--- config.mk ---
export PLATFORM = sky130hd
export DESIGN_NAME = eth_ipv4_tcp_header_parser_flat
export DESIGN_NICKNAME = d
export VERILOG_FILES = /design/src/sv/ethtcp_pkg.sv /design/src/sv/ethtcp_if.sv /design/src/sv/ethtcp_capture.sv /design/src/sv/ethtcp_check.sv /design/src/sv/eth_ipv4_tcp_header_parser.sv /design/src/flat_wrapper.sv
export SDC_FILE = /design/constraint.sdc
export NUM_CORES = 1
export LEC_CHECK = 0
export BUFFER_PORTS_ARGS = -buffer_cell sky130_fd_sc_hd__buf_2
export CAP_MARGIN = 15
export CORE_MARGIN = 2
export CORE_UTILIZATION = 30
export CTS_BUF_LIST = sky130_fd_sc_hd__clkbuf_4 sky130_fd_sc_hd__clkbuf_8 sky130_fd_sc_hd__clkbuf_16
export DETAILED_ROUTE_END_ITERATION = 8
export HOLD_SLACK_MARGIN = 0.03
export SLEW_MARGIN = 20
export SYNTH_ARGS = -nofsm -noshare
export SYNTH_HDL_FRONTEND = slang
export SYNTH_SLANG_ARGS = --single-unit
--- constraint.sdc ---
create_clock -name clk -period 18.7 [get_ports clk]
set_clock_uncertainty 0.1 [all_clocks]
set_input_delay 3.74 -clock clk [delete_from_list [all_inputs] [get_ports clk]]
set_output_delay 3.74 -clock clk [all_outputs]
set_load 0.02 [all_outputs]
--- src/sv/ethtcp_pkg.sv ---
// ----------------------------------------------------------------------------
// ethtcp_pkg
// Types and constants shared by the Ethernet/IPv4/TCP header parser.
// ----------------------------------------------------------------------------
package ethtcp_pkg;

    localparam int POS_W = 16;

    localparam logic [15:0] ETHERTYPE_IPV4 = 16'h0800;
    localparam logic [7:0]  PROTO_TCP      = 8'd6;
    localparam logic [15:0] ETH_HDR_BYTES  = 16'd14;
    localparam logic [15:0] MIN_HDR_BYTES  = 16'd20;

    // Result status, in the order the checks are made
    typedef enum logic [3:0] {
        ST_OK           = 4'd0,
        ST_NOT_ETHERNET = 4'd1,
        ST_SHORT_FRAME  = 4'd2,
        ST_NOT_IPV4     = 4'd3,
        ST_SHORT_IP     = 4'd4,
        ST_TOTLEN_OVER  = 4'd5,
        ST_TOTLEN_UNDER = 4'd6,
        ST_IHL_UNDER    = 4'd7,
        ST_IHL_OVER     = 4'd8,
        ST_NOT_TCP      = 4'd9,
        ST_SHORT_SEG    = 4'd10,
        ST_BAD_OFFSET   = 4'd11
    } status_t;

    // Header fields of one frame, as captured at its last byte
    typedef struct packed {
        logic [POS_W-1:0] size;
        logic [15:0]      ether_kind;
        logic [15:0]      total_len;
        logic [3:0]       hdr_words;
        logic [7:0]       proto;
        logic [31:0]      src_addr;
        logic [31:0]      dst_addr;
        logic [15:0]      src_port;
        logic [15:0]      dst_port;
        logic [31:0]      seq_num;
        logic [31:0]      ack_num;
        logic [15:0]      offset_and_flags;
        logic [15:0]      window;
        logic [15:0]      tcp_checksum;
        logic [15:0]      urgent_ptr;
    } frame_t;

    typedef struct packed {
        status_t     status;
        logic [31:0] src_addr;
        logic [31:0] dst_addr;
        logic [15:0] src_port;
        logic [15:0] dst_port;
        logic [31:0] seq_num;
        logic [31:0] ack_num;
        logic [15:0] offset_and_flags;
        logic [15:0] window;
        logic [15:0] tcp_checksum;
        logic [15:0] urgent_ptr;
        logic [15:0] payload_length;
    } result_t;

endpackage

--- src/sv/ethtcp_if.sv ---
// ----------------------------------------------------------------------------
// ethtcp_if
// Valid/ready channels of the parser: frame bytes in, header results out.
// ----------------------------------------------------------------------------
interface ethtcp_frame_if;
    logic       valid;
    logic       ready;
    logic [7:0] frame_byte;
    logic       frame_last;

    modport source (output valid, output frame_byte, output frame_last, input ready);
    modport sink   (input valid, input frame_byte, input frame_last, output ready);
endinterface

interface ethtcp_result_if;
    logic        valid;
    logic        ready;
    logic [3:0]  status;
    logic [31:0] src_addr;
    logic [31:0] dst_addr;
    logic [15:0] src_port;
    logic [15:0] dst_port;
    logic [31:0] seq_num;
    logic [31:0] ack_num;
    logic [15:0] offset_and_flags;
    logic [15:0] window;
    logic [15:0] tcp_checksum;
    logic [15:0] urgent_ptr;
    logic [15:0] payload_length;

    modport source (
        output valid, input ready,
        output status, output src_addr, output dst_addr, output src_port,
        output dst_port, output seq_num, output ack_num, output offset_and_flags,
        output window, output tcp_checksum, output urgent_ptr, output payload_length
    );
    modport sink (
        input valid, output ready,
        input status, input src_addr, input dst_addr, input src_port,
        input dst_port, input seq_num, input ack_num, input offset_and_flags,
        input window, input tcp_checksum, input urgent_ptr, input payload_length
    );
endinterface

--- src/sv/ethtcp_capture.sv ---
// ----------------------------------------------------------------------------
// ethtcp_capture
// Byte position counter and header field latches for the current frame.
// ----------------------------------------------------------------------------
module ethtcp_capture
    import ethtcp_pkg::*;
#(
    parameter int MAX_FRAME_BYTES = 16384
)
(
    input  logic       clk,
    input  logic       rst_n,
    input  logic       byte_en,
    input  logic [7:0] byte_data,
    input  logic       byte_last,
    output frame_t     frame_snap
);

    localparam logic [POS_W-1:0] MAX_POS = POS_W'(MAX_FRAME_BYTES);

    localparam logic [POS_W-1:0] POS_ETYPE_HI = 16'd12;
    localparam logic [POS_W-1:0] POS_ETYPE_LO = 16'd13;
    localparam logic [POS_W-1:0] POS_IHL      = 16'd14;
    localparam logic [POS_W-1:0] POS_TLEN_HI  = 16'd16;
    localparam logic [POS_W-1:0] POS_TLEN_LO  = 16'd17;
    localparam logic [POS_W-1:0] POS_PROTO    = 16'd23;
    localparam logic [POS_W-1:0] POS_SRC_LO   = 16'd26;
    localparam logic [POS_W-1:0] POS_SRC_HI   = 16'd29;
    localparam logic [POS_W-1:0] POS_DST_LO   = 16'd30;
    localparam logic [POS_W-1:0] POS_DST_HI   = 16'd33;

    logic [POS_W-1:0] pos_reg;
    logic [15:0]      etype_reg;
    logic [15:0]      tlen_reg;
    logic [3:0]       words_reg;
    logic [7:0]       proto_reg;
    logic [31:0]      src_reg;
    logic [31:0]      dst_reg;
    logic [15:0]      sport_reg;
    logic [15:0]      dport_reg;
    logic [31:0]      seq_reg;
    logic [31:0]      ack_reg;
    logic [15:0]      offs_reg;
    logic [15:0]      win_reg;
    logic [15:0]      csum_reg;
    logic [15:0]      urg_reg;

    frame_t           upd;        // state with this byte folded in
    logic [6:0]       tcp_start;
    logic [POS_W-1:0] tcp_rel;
    logic             in_tcp;
    logic             take;

    assign tcp_start = 7'd14 + {1'b0, words_reg, 2'b00};
    assign tcp_rel   = pos_reg - {{(POS_W-7){1'b0}}, tcp_start};
    assign in_tcp    = (pos_reg > POS_IHL)
                    && (pos_reg >= {{(POS_W-7){1'b0}}, tcp_start})
                    && (tcp_rel < MIN_HDR_BYTES);
    assign take      = byte_en && (pos_reg < MAX_POS);

    always_comb
    begin
        upd.size             = pos_reg;
        upd.ether_kind       = etype_reg;
        upd.total_len        = tlen_reg;
        upd.hdr_words        = words_reg;
        upd.proto            = proto_reg;
        upd.src_addr         = src_reg;
        upd.dst_addr         = dst_reg;
        upd.src_port         = sport_reg;
        upd.dst_port         = dport_reg;
        upd.seq_num          = seq_reg;
        upd.ack_num          = ack_reg;
        upd.offset_and_flags = offs_reg;
        upd.window           = win_reg;
        upd.tcp_checksum     = csum_reg;
        upd.urgent_ptr       = urg_reg;
        if (take)
        begin
            upd.size = pos_reg + 1'b1;
            if (pos_reg == POS_ETYPE_HI || pos_reg == POS_ETYPE_LO)
                upd.ether_kind = {etype_reg[7:0], byte_data};
            if (pos_reg == POS_IHL)
                upd.hdr_words = byte_data[3:0];
            if (pos_reg == POS_TLEN_HI || pos_reg == POS_TLEN_LO)
                upd.total_len = {tlen_reg[7:0], byte_data};
            if (pos_reg == POS_PROTO)
                upd.proto = byte_data;
            if (pos_reg >= POS_SRC_LO && pos_reg <= POS_SRC_HI)
                upd.src_addr = {src_reg[23:0], byte_data};
            if (pos_reg >= POS_DST_LO && pos_reg <= POS_DST_HI)
                upd.dst_addr = {dst_reg[23:0], byte_data};
            // TCP header, 20 bytes from 14 + IHL*4
            if (in_tcp)
            begin
                priority if (tcp_rel[4:0] < 5'd2)
                    upd.src_port = {sport_reg[7:0], byte_data};
                else if (tcp_rel[4:0] < 5'd4)
                    upd.dst_port = {dport_reg[7:0], byte_data};
                else if (tcp_rel[4:0] < 5'd8)
                    upd.seq_num = {seq_reg[23:0], byte_data};
                else if (tcp_rel[4:0] < 5'd12)
                    upd.ack_num = {ack_reg[23:0], byte_data};
                else if (tcp_rel[4:0] < 5'd14)
                    upd.offset_and_flags = {offs_reg[7:0], byte_data};
                else if (tcp_rel[4:0] < 5'd16)
                    upd.window = {win_reg[7:0], byte_data};
                else if (tcp_rel[4:0] < 5'd18)
                    upd.tcp_checksum = {csum_reg[7:0], byte_data};
                else
                    upd.urgent_ptr = {urg_reg[7:0], byte_data};
            end
        end
    end

    assign frame_snap = upd;

    // Frame state clears after the last byte
    always_ff @(posedge clk or negedge rst_n)
    begin
        if (!rst_n)
        begin
            pos_reg   <= '0;
            etype_reg <= '0;
            tlen_reg  <= '0;
            words_reg <= '0;
            proto_reg <= '0;
            src_reg   <= '0;
            dst_reg   <= '0;
            sport_reg <= '0;
            dport_reg <= '0;
            seq_reg   <= '0;
            ack_reg   <= '0;
            offs_reg  <= '0;
            win_reg   <= '0;
            csum_reg  <= '0;
            urg_reg   <= '0;
        end
        else if (byte_en && byte_last)
        begin
            pos_reg   <= '0;
            etype_reg <= '0;
            tlen_reg  <= '0;
            words_reg <= '0;
            proto_reg <= '0;
            src_reg   <= '0;
            dst_reg   <= '0;
            sport_reg <= '0;
            dport_reg <= '0;
            seq_reg   <= '0;
            ack_reg   <= '0;
            offs_reg  <= '0;
            win_reg   <= '0;
            csum_reg  <= '0;
            urg_reg   <= '0;
        end
        else if (byte_en)
        begin
            pos_reg   <= upd.size;
            etype_reg <= upd.ether_kind;
            tlen_reg  <= upd.total_len;
            words_reg <= upd.hdr_words;
            proto_reg <= upd.proto;
            src_reg   <= upd.src_addr;
            dst_reg   <= upd.dst_addr;
            sport_reg <= upd.src_port;
            dport_reg <= upd.dst_port;
            seq_reg   <= upd.seq_num;
            ack_reg   <= upd.ack_num;
            offs_reg  <= upd.offset_and_flags;
            win_reg   <= upd.window;
            csum_reg  <= upd.tcp_checksum;
            urg_reg   <= upd.urgent_ptr;
        end
    end

endmodule

--- src/sv/ethtcp_check.sv ---
// ----------------------------------------------------------------------------
// ethtcp_check
// Header checks in fixed order, status code and payload length of a frame.
// ----------------------------------------------------------------------------
module ethtcp_check
    import ethtcp_pkg::*;
(
    input  frame_t  frame_hdr,
    input  logic    link_is_ethernet,
    output result_t result_data
);

    logic [15:0] avail;
    logic [15:0] ip_hdr;
    logic [15:0] seg;
    logic [15:0] tcp_hdr;
    status_t     status;

    assign avail   = (frame_hdr.size >= ETH_HDR_BYTES) ? (frame_hdr.size - ETH_HDR_BYTES)
                                                       : 16'd0;
    assign ip_hdr  = {10'd0, frame_hdr.hdr_words, 2'b00};
    assign seg     = frame_hdr.total_len - ip_hdr;
    assign tcp_hdr = {10'd0, frame_hdr.offset_and_flags[15:12], 2'b00};

    always_comb
    begin
        priority if (!link_is_ethernet)                   status = ST_NOT_ETHERNET;
        else if (frame_hdr.size < ETH_HDR_BYTES)          status = ST_SHORT_FRAME;
        else if (frame_hdr.ether_kind != ETHERTYPE_IPV4)  status = ST_NOT_IPV4;
        else if (avail < MIN_HDR_BYTES)                   status = ST_SHORT_IP;
        else if (frame_hdr.total_len > avail)             status = ST_TOTLEN_OVER;
        else if (frame_hdr.total_len < MIN_HDR_BYTES)     status = ST_TOTLEN_UNDER;
        else if (ip_hdr < MIN_HDR_BYTES)                  status = ST_IHL_UNDER;
        else if (ip_hdr > frame_hdr.total_len)            status = ST_IHL_OVER;
        else if (frame_hdr.proto != PROTO_TCP)            status = ST_NOT_TCP;
        else if (seg < MIN_HDR_BYTES)                     status = ST_SHORT_SEG;
        else if (tcp_hdr < MIN_HDR_BYTES || tcp_hdr > seg) status = ST_BAD_OFFSET;
        else                                              status = ST_OK;
    end

    // Fields read as zero on any failed check
    always_comb
    begin
        result_data        = '0;
        result_data.status = status;
        if (status == ST_OK)
        begin
            result_data.src_addr         = frame_hdr.src_addr;
            result_data.dst_addr         = frame_hdr.dst_addr;
            result_data.src_port         = frame_hdr.src_port;
            result_data.dst_port         = frame_hdr.dst_port;
            result_data.seq_num          = frame_hdr.seq_num;
            result_data.ack_num          = frame_hdr.ack_num;
            result_data.offset_and_flags = frame_hdr.offset_and_flags;
            result_data.window           = frame_hdr.window;
            result_data.tcp_checksum     = frame_hdr.tcp_checksum;
            result_data.urgent_ptr       = frame_hdr.urgent_ptr;
            result_data.payload_length   = seg - tcp_hdr;
        end
    end

endmodule

--- src/sv/eth_ipv4_tcp_header_parser.sv ---
// ----------------------------------------------------------------------------
// eth_ipv4_tcp_header_parser
// Parses Ethernet/IPv4/TCP headers from a byte stream, one result per frame.
// ----------------------------------------------------------------------------
//
//   port      dir   items                    handshake
//   --------  ----  -----------------------  -------------------------------
//   frame     in    one frame byte + last    valid/ready, taken on both high
//   result    out   status + TCP fields      valid/ready, taken on both high
//   cfg_wr_*  in    link_is_ethernet bit     write on cfg_wr_en, no wait
//
// One byte per cycle sustained, save while a last byte waits on the result
// path. A byte passes the input register and updates the frame latches,
// and on the last byte the captured headers move to a snapshot register;
// the checks run between snapshot and result register. Reset clears all
// control and frame state; link_is_ethernet resets to 1. Only a last byte
// waits on a full result path; other bytes never stall.
//
module eth_ipv4_tcp_header_parser
    import ethtcp_pkg::*;
#(
    parameter int MAX_FRAME_BYTES = 16384
)
(
    input  logic                   clk,
    input  logic                   rst_n,
    ethtcp_frame_if.sink           frame,
    ethtcp_result_if.source        result,
    input  logic                   cfg_wr_en,
    input  logic                   cfg_wr_data
);

    // Input register
    logic       in_vld_reg, in_vld_next;
    logic [7:0] in_byte_reg;
    logic       in_last_reg;

    // Snapshot of a finished frame's headers
    logic       snap_vld_reg, snap_vld_next;
    frame_t     snap_reg;

    // Result register
    logic       out_vld_reg, out_vld_next;
    result_t    out_reg;

    logic       link_reg;

    frame_t     cap_snap;
    result_t    chk_result;

    logic       out_free;   // result register can load this cycle
    logic       snap_free;  // snapshot register can load this cycle
    logic       in_take;    // input register byte is consumed

    assign out_free  = !out_vld_reg || result.ready;
    assign snap_free = !snap_vld_reg || out_free;
    assign in_take   = in_vld_reg && (!in_last_reg || snap_free);

    assign frame.ready = !in_vld_reg || in_take;

    ethtcp_capture #(
        .MAX_FRAME_BYTES (MAX_FRAME_BYTES)
    ) u_capture (
        .clk        (clk),
        .rst_n      (rst_n),
        .byte_en    (in_take),
        .byte_data  (in_byte_reg),
        .byte_last  (in_last_reg),
        .frame_snap (cap_snap)
    );

    ethtcp_check u_check (
        .frame_hdr        (snap_reg),
        .link_is_ethernet (link_reg),
        .result_data      (chk_result)
    );

    always_comb
    begin
        in_vld_next = in_vld_reg;
        if (frame.ready)
            in_vld_next = frame.valid;

        snap_vld_next = snap_vld_reg;
        if (in_take && in_last_reg)
            snap_vld_next = 1'b1;
        else if (out_free)
            snap_vld_next = 1'b0;

        out_vld_next = out_vld_reg;
        if (snap_vld_reg && out_free)
            out_vld_next = 1'b1;
        else if (result.ready)
            out_vld_next = 1'b0;
    end

    always_ff @(posedge clk or negedge rst_n)
    begin
        if (!rst_n)
        begin
            in_vld_reg   <= 1'b0;
            snap_vld_reg <= 1'b0;
            out_vld_reg  <= 1'b0;
            link_reg     <= 1'b1;
        end
        else
        begin
            in_vld_reg   <= in_vld_next;
            snap_vld_reg <= snap_vld_next;
            out_vld_reg  <= out_vld_next;
            if (cfg_wr_en)
                link_reg <= cfg_wr_data;
        end
    end

    // Payload registers
    always_ff @(posedge clk)
    begin
        if (frame.valid && frame.ready)
        begin
            in_byte_reg <= frame.frame_byte;
            in_last_reg <= frame.frame_last;
        end
        if (in_take && in_last_reg)
            snap_reg <= cap_snap;
        if (snap_vld_reg && out_free)
            out_reg <= chk_result;
    end

    assign result.valid            = out_vld_reg;
    assign result.status           = out_reg.status;
    assign result.src_addr         = out_reg.src_addr;
    assign result.dst_addr         = out_reg.dst_addr;
    assign result.src_port         = out_reg.src_port;
    assign result.dst_port         = out_reg.dst_port;
    assign result.seq_num          = out_reg.seq_num;
    assign result.ack_num          = out_reg.ack_num;
    assign result.offset_and_flags = out_reg.offset_and_flags;
    assign result.window           = out_reg.window;
    assign result.tcp_checksum     = out_reg.tcp_checksum;
    assign result.urgent_ptr       = out_reg.urgent_ptr;
    assign result.payload_length   = out_reg.payload_length;

endmodule

--- src/flat_wrapper.sv ---
// flat-port wrapper written by rule: the top's interface ports become plain ports
module eth_ipv4_tcp_header_parser_flat import ethtcp_pkg::*;
#(
    parameter int MAX_FRAME_BYTES = 16384
)
  (clk, rst_n, cfg_wr_en, cfg_wr_data, frame_valid, frame_frame_byte, frame_frame_last, frame_ready, result_valid, result_ready, result_status, result_src_addr, result_dst_addr, result_src_port, result_dst_port, result_seq_num, result_ack_num, result_offset_and_flags, result_window, result_tcp_checksum, result_urgent_ptr, result_payload_length);
  ethtcp_frame_if frame_i ();
  ethtcp_result_if result_i ();
  input  logic clk;
  input  logic rst_n;
  input  logic cfg_wr_en;
  input  logic cfg_wr_data;
  input wire logic [$bits(frame_i.valid)-1:0] frame_valid;
  input wire logic [$bits(frame_i.frame_byte)-1:0] frame_frame_byte;
  input wire logic [$bits(frame_i.frame_last)-1:0] frame_frame_last;
  output wire logic [$bits(frame_i.ready)-1:0] frame_ready;
  output wire logic [$bits(result_i.valid)-1:0] result_valid;
  input wire logic [$bits(result_i.ready)-1:0] result_ready;
  output wire logic [$bits(result_i.status)-1:0] result_status;
  output wire logic [$bits(result_i.src_addr)-1:0] result_src_addr;
  output wire logic [$bits(result_i.dst_addr)-1:0] result_dst_addr;
  output wire logic [$bits(result_i.src_port)-1:0] result_src_port;
  output wire logic [$bits(result_i.dst_port)-1:0] result_dst_port;
  output wire logic [$bits(result_i.seq_num)-1:0] result_seq_num;
  output wire logic [$bits(result_i.ack_num)-1:0] result_ack_num;
  output wire logic [$bits(result_i.offset_and_flags)-1:0] result_offset_and_flags;
  output wire logic [$bits(result_i.window)-1:0] result_window;
  output wire logic [$bits(result_i.tcp_checksum)-1:0] result_tcp_checksum;
  output wire logic [$bits(result_i.urgent_ptr)-1:0] result_urgent_ptr;
  output wire logic [$bits(result_i.payload_length)-1:0] result_payload_length;
  assign frame_i.valid = frame_valid;
  assign frame_i.frame_byte = frame_frame_byte;
  assign frame_i.frame_last = frame_frame_last;
  assign frame_ready = frame_i.ready;
  assign result_valid = result_i.valid;
  assign result_i.ready = result_ready;
  assign result_status = result_i.status;
  assign result_src_addr = result_i.src_addr;
  assign result_dst_addr = result_i.dst_addr;
  assign result_src_port = result_i.src_port;
  assign result_dst_port = result_i.dst_port;
  assign result_seq_num = result_i.seq_num;
  assign result_ack_num = result_i.ack_num;
  assign result_offset_and_flags = result_i.offset_and_flags;
  assign result_window = result_i.window;
  assign result_tcp_checksum = result_i.tcp_checksum;
  assign result_urgent_ptr = result_i.urgent_ptr;
  assign result_payload_length = result_i.payload_length;
  eth_ipv4_tcp_header_parser #(.MAX_FRAME_BYTES(MAX_FRAME_BYTES)) u_core (.clk(clk), .rst_n(rst_n), .frame(frame_i), .result(result_i), .cfg_wr_en(cfg_wr_en), .cfg_wr_data(cfg_wr_data));
endmodule
==> results of run 1 <==
[layout make-up]
cell class | instances | area [sq um] | area share, %
sequential | 825 | 23300 | 55.4
inverter | 24 | 105 | 0.249
multi-input combinational | 1447 | 11900 | 28.2
clock buffer | 125 | 2630 | 6.24
clock inverter | 43 | 453 | 1.07
tap | 1612 | 2020 | 4.79
timing repair buffer | 315 | 1740 | 4.13
[power by group]
| part | leakage (nW) | total, W | switching (W) | internal (W) |
|---|---|---|---|---|
| Combinational | 5.52 | 0.000275 | 0.000210 | 0.0000646 |
| Sequential | 9.14 | 0.00204 | 0.0000316 | 0.00201 |
| Clock | 1.53 | 0.00184 | 0.000751 | 0.00109 |
| Total | 16.2 | 0.00416 | 0.000993 | 0.00316 |
[layout by cell type (no fill, tap or decap), types with 21 or more instances in the layout]
cell type,count
a2111oi_0,234
a22o_1,278
buf_2,259
buf_4,53
clkbuf_16,93
clkbuf_4,22
dfrtp_1,287
edfxtp_1,537
ha_1,38
inv_1,22
mux2_2,250
nand2_1,36
nor2_1,39
nor3_1,21
o21ai_0,251
xnor2_1,25
[cell families after synthesis]
| kind of cell | count (synthesis) | share of synthesized area (%) |
|---|---|---|
| muxes | 270 | 8.39 |
| AOI/OAI and AO/OA | 867 | 18.1 |
| buffers and inverters | 291 | 3.11 |
| and+or+nand+nor | 224 | 3.37 |
| xor gates and xnor gates | 45 | 1.09 |
| adders and majority gates | 41 | 1.48 |
| DFF | 825 | 64.5 |
[per-layer routing]
| metal | up-vias | part of all wire, % | GRT usage [%] |
|---|---|---|---|
| li1 | 10571 | - | - |
| met1 | 12105 | 46 | 22.6 |
| met2 | 675 | 46 | 24.0 |
| met3 | 124 | 5.4 | 2.66 |
| met4 | 0 | 2.0 | 3.85 |
| met5 | - | 0 | 0 |
[metrics by stage]
step / std cells / instance area, sq um / power [W] / worst slack, ns / util (%)
after floorplan: 2563 / 36200 / 0.00226 / 1.44 / -
after global placement: 4223 / 39000 / 0.00236 / 10.48 / 32.6
after detailed placement: 4223 / 39000 / 0.00236 / 10.48 / 32.6
after CTS: 4391 / 42100 / 0.00420 / 10.47 / 35.2
after global routing: 4391 / 42100 / 0.00430 / 10.38 / 35.2
final: 4391 / 42100 / 0.00416 / 10.48 / 35.2
[worst paths after layout]
kind / slack, ns / endpoint / cells past startpoint
max: 10.48 / frame_ready / 4
min: 0.40 / u_core.u_capture.tlen_reg[9]$_DFFE_PN0P_ / 1
max reg2reg: 11.84 / u_core.result.seq_num[15]$_SDFFCE_PP0P_ / 16
min reg2reg: 0.40 / u_core.u_capture.tlen_reg[9]$_DFFE_PN0P_ / 1
max in group asynchronous: 13.25 / u_core.u_capture.pos_reg[11]$_DFFE_PN0P_ / 3
min in group asynchronous: 3.00 / u_core.u_capture.ack_reg[17]$_DFFE_PN0P_ / 1
==> results.tsv, run 1 <==
metric	value	unit
status	completed	
ir_worst_vdd	0.0000642	V
maxSlewViolCount	0	
yosys_warnings	0	
cts_buffers	91	
tightest_slew	1.09	ns
netlist_top_cells_count	edfxtp_1, dfrtp_1, a22o_1	
synth.avg_cell_area	14.1	sq um
gp_congestion	0.834	
cts_tree	yes	
tns	0	ns
antenna_left	0	
clk_pin_slew	0.06	ns
dpl.hpwl	57.5	mm
hold_viol	0	
antenna_found_initial	7	
post_cts_buffers	0	
grt_pass1_vias	22707	
row_count	127	
min_from	u_core.u_capture.tlen_reg[9]$_DFFE_PN0P_	
portBuffers	260	
crit_chain	buf_2, nor2b_1, nand4_1, buf_2	
core-area	120000	sq um
period_share	44.0	%
yosys.area.top_type	edfxtp_1	
num_vias	23475	
synth_nets	2619	
overflow	0	
p_leak	16.2	nW
fin_crit	8.22	ns
ys_seq_area_share	64.5	%
synth-edff-count	537	
cpPeakStageDelay	0.21	ns
first_pass_iters	5	
start_util	30.2	%
cts_resized	0	
synth.distinct_cells	76	
slowest_stage	buf_2	
start_kind	input pin	
powerDensity	98.6	nW/um^2
holdWs	0.400	ns
ys_ff_latch	825	
cts_root_buffer	clkbuf_16	
hold_path.class	reg2reg	
htree_levels	3	
cp_common_cell	buf_2	
crit_required	14.86	ns
synth.top_cell.area_share	44.6	%
antenna_cells	0	
layout-drive-gt1-share	27.3	%
fmax	0.122	GHz
rsz0062_at_grt	false	
dieArea	123000	sq um
syn-cell-area	36200	sq um
wl	98.5	mm
synth_area_leaders	edfxtp_1, dfrtp_1, mux2_2	
synthFlopType	edfxtp_1	
wire_per_inst	22.4	um
synthMostInstantiatedCell	edfxtp_1	
grtUsageTotal	15.5	%
worstPathMaxFanout	3	
crit_path_end_kind	output port	
largest_reg_flops	284	
cts_hold_buf	0	
cts.sinks	825	
grt_pass1_wl	148	mm
cts_max_path_buffers	3	
setup_viol	0	
ios	261	
async_reset_ff_share	34.9	%
maxCapViolations	0	
r2r-start	u_core.snap_reg[278]$_DFFE_PP_	
cp.buffers_inverters	2	
slew_headroom	25.6	%
critPathLaunch	result_ready	
nets	2760	
crit_type	in2out	
syn_inst	2563	
first_iter_violations	1882	
worstPathArrival	4.38	ns
floorplan.die.width	351	um
insertion_delay	0.66	ns
route.detailed.drc	0	
post_drt_via_cell_ratio	5.35	
fill_cells	11541	
die_h	351	um
syn_to_final_growth	16.4	%
grt_max_degree	162	
cpLargestDelayFamily	buffers and inverters	
Note: power is estimated with default switching activity, not from simulation.
==> inputs of run 2 (changes only) <==
==> constraint.sdc (replaced) <==
create_clock -name clk -period 6.7 [get_ports clk]
set_clock_uncertainty 0.1 [all_clocks]
set_input_delay 1.34 -clock clk [delete_from_list [all_inputs] [get_ports clk]]
set_output_delay 1.34 -clock clk [all_outputs]
set_load 0.02 [all_outputs]
==> run 2 against run 1 <==
Net effect:
- wire length up 1.4%
- cell count decreased by 0.27%
- clock power rose to 2.7 times the previous value
- via count fell by 0.36%
- final area fell by 0.14%
- critical endpoint is now u_core.result.dst_port[8]$_SDFFCE_PP0P_
- setup slack worse by 9.7 ns
- combinational power grew to 2.9 times the previous value
- sequential share of layout area up 0.076 points
- non-clock buffer count fell by 10
==> results.tsv, run 2 (synthesized netlist as in run 1, its figures left out) <==
metric	value	unit	change
status	completed		
antenna_left	0		unchanged
dpl.hpwl	57.0	mm	-0.75%
gp_congestion	0.818		-1.9%
largest_reg_flops	284		unchanged
layout_common_cells	edfxtp_1, dfrtp_1, a22o_1, buf_2, o21ai_0		
num_vias	23390		-0.36%
crit_path_end_kind	flip-flop		
cts.sinks	825		unchanged
crit_required	6.99	ns	-7.87 ns
syn_to_final_growth	16.3	%	
fmax	0.170	GHz	
row_count	127		unchanged
wl_met3	5.87	mm	+9.3%
maxCapViolations	0		unchanged
r2r-start	u_core.snap_reg[278]$_DFFE_PP_		
grt_pass1_wl	150	mm	+1.2%
antenna_cells	0		unchanged
reg2reg_setup_slack	0.81	ns	-11.03 ns
place_inst	4213		-0.24%
worstReg2RegEnd	u_core.result.dst_port[8]$_SDFFCE_PP0P_		
worstPathMaxFanout	51		+48
wl	99.9	mm	+1.4%
finalWorstSetupSlack	0.814	ns	-9.67 ns
ios	261		unchanged
hold_path_end	u_core.u_capture.urg_reg[12]$_DFFE_PN0P_		
cts_hold_buf	0		unchanged
worstPathArrival	6.18	ns	+1.80 ns
insertion_delay	0.67	ns	about the same
die_h	351	um	unchanged
powerDensity	274	nW/um^2	+180%
htree_levels	3		unchanged
finalNonFillerCells	4379		-0.27%
layout-drive-gt1-share	27.0	%	-0.35 points
cts_resized	0		unchanged
slew_headroom	26.1	%	+0.46 points
grt_max_degree	193		+19%
clk_pin_slew	0.06	ns	about the same
wl_met1	45.3	mm	-0.31%
final_common_cell	edfxtp_1		
post_cts_buffers	0		unchanged
min_from	u_core.u_capture.urg_reg[12]$_DFFE_PN0P_		
top_layer	met5		
first_pass_iters	5		unchanged
post_drt_via_cell_ratio	5.34		about the same
cts_tree	yes		
start_util	30.2	%	unchanged
hold_viol	0		unchanged
overflow	0		unchanged
rsz0062_at_grt	false		
antenna_found_initial	9		+2
min_path_cells	1		unchanged
first_iter_violations	2140		+14%
wire_per_inst	22.8	um	+1.7%
cts_buffers	88		-3.3%
route.met2.wl	46.7	mm	+2.2%
fin_crit	5.89	ns	
portBuffers	260		unchanged
place_ws	1.00	ns	-9.47 ns
fill_cells	11611		+0.61%
p_leak	16.1	nW	-0.28%
tns	0	ns	unchanged
maxSlewViolCount	0		unchanged
crit_type	reg2reg		
grtUsageTotal	15.8	%	+0.21 points
start_kind	flip-flop		
grt_pass1_vias	23096		+1.7%
period_share	87.9	%	
cts_max_path_buffers	3		unchanged
dieArea	123000	sq um	unchanged
tightest_slew	1.11	ns	+0.0213 ns
cts_root_buffer	clkbuf_16		
core-area	120000	sq um	unchanged
floorplan.die.width	351	um	unchanged
route.detailed.drc	0		unchanged
setup_viol	0		unchanged
reg2reg_depth	16		unchanged
ir_worst_vdd	0.000208	V	+220%
hold_path.class	reg2reg		
nets	2747		-0.47%
run 2: cell types whose count changed in the layout (fill, tap and decap cells not counted), sizes merged:
cell and delta:
clkbuf +8, clkinvlp -3, clkinv -2, bufinv -3, inv -2, buf -10
run 2: worst max-delay path by stage:
stage | to | start | cells after the start
after floorplan | u_core.snap_reg[0]$_DFFE_PP_ | result_ready | 5
after global placement | u_core.result.dst_addr[15]$_SDFFCE_PP0P_ | u_core.snap_reg[278]$_DFFE_PP_ | 16
after detailed placement | u_core.result.dst_port[12]$_SDFFCE_PP0P_ | u_core.snap_reg[278]$_DFFE_PP_ | 15
after CTS | u_core.result.dst_port[12]$_SDFFCE_PP0P_ | u_core.snap_reg[278]$_DFFE_PP_ | 16
after global routing | u_core.result.dst_addr[0]$_SDFFCE_PP0P_ | u_core.snap_reg[278]$_DFFE_PP_ | 16
final | u_core.result.dst_port[8]$_SDFFCE_PP0P_ | u_core.snap_reg[278]$_DFFE_PP_ | 16
run 2: power breakdown:
group          total (W)  switching (W)  internal [W]
clock            0.00502        0.00211       0.00291
sequential       0.00571      0.0000936       0.00562
combinational   0.000789       0.000602      0.000188
run 2: area by class of cell:
cell class | instances | area [sq um] | area share (%)
Sequential cell | 825 | 23300 | 55.4
Clock buffer | 133 | 2650 | 6.30
Clock inverter | 33 | 360 | 0.856
Inverter | 24 | 105 | 0.250
Tap cell | 1612 | 2020 | 4.79
Timing Repair Buffer | 305 | 1770 | 4.19
Multi-Input combinational cell | 1447 | 11900 | 28.2
run 2: stage by stage:
step / area [sq um] / total power, W / hold WS [ns] / utilization, %
6_report: 42100 / 0.0115 / 0.398 / 35.1
4_1_cts: 42100 / 0.0117 / 0.401 / 35.1
5_1_grt: 42100 / 0.0119 / 0.406 / 35.1
2_1_floorplan: 36200 / 0.00627 / 0.366 / -
3_5_place_dp: 39100 / 0.00662 / 0.383 / 32.6
3_3_place_gp: 39100 / 0.00662 / 0.380 / 32.6
run 2: per-layer routing:
| metal | track usage, % | vias up |
|---|---|---|
| li1 | - | 10549 |
| met1 | 22.2 | 12017 |
| met2 | 25.1 | 694 |
| met3 | 2.88 | 128 |
| met4 | 3.57 | 2 |
| met5 | 0 | - |
run 2: worst max-delay path, stage by stage, from the launching register on:
cell	delay (ns)
edfxtp_1	0.49
nor4_1	0.89
nand2_1	0.16
nor3_1	0.31
nand2_1	0.36
nand2_1	0.20
ha_1	0.26
and3_1	0.19
a221o_1	0.35
a221oi_1	0.29
o21ai_0	0.12
o21ai_0	0.19
o211a_1	0.26
o41ai_4	0.10
buf_4	0.32
buf_4	0.38
a2111oi_0	0.59
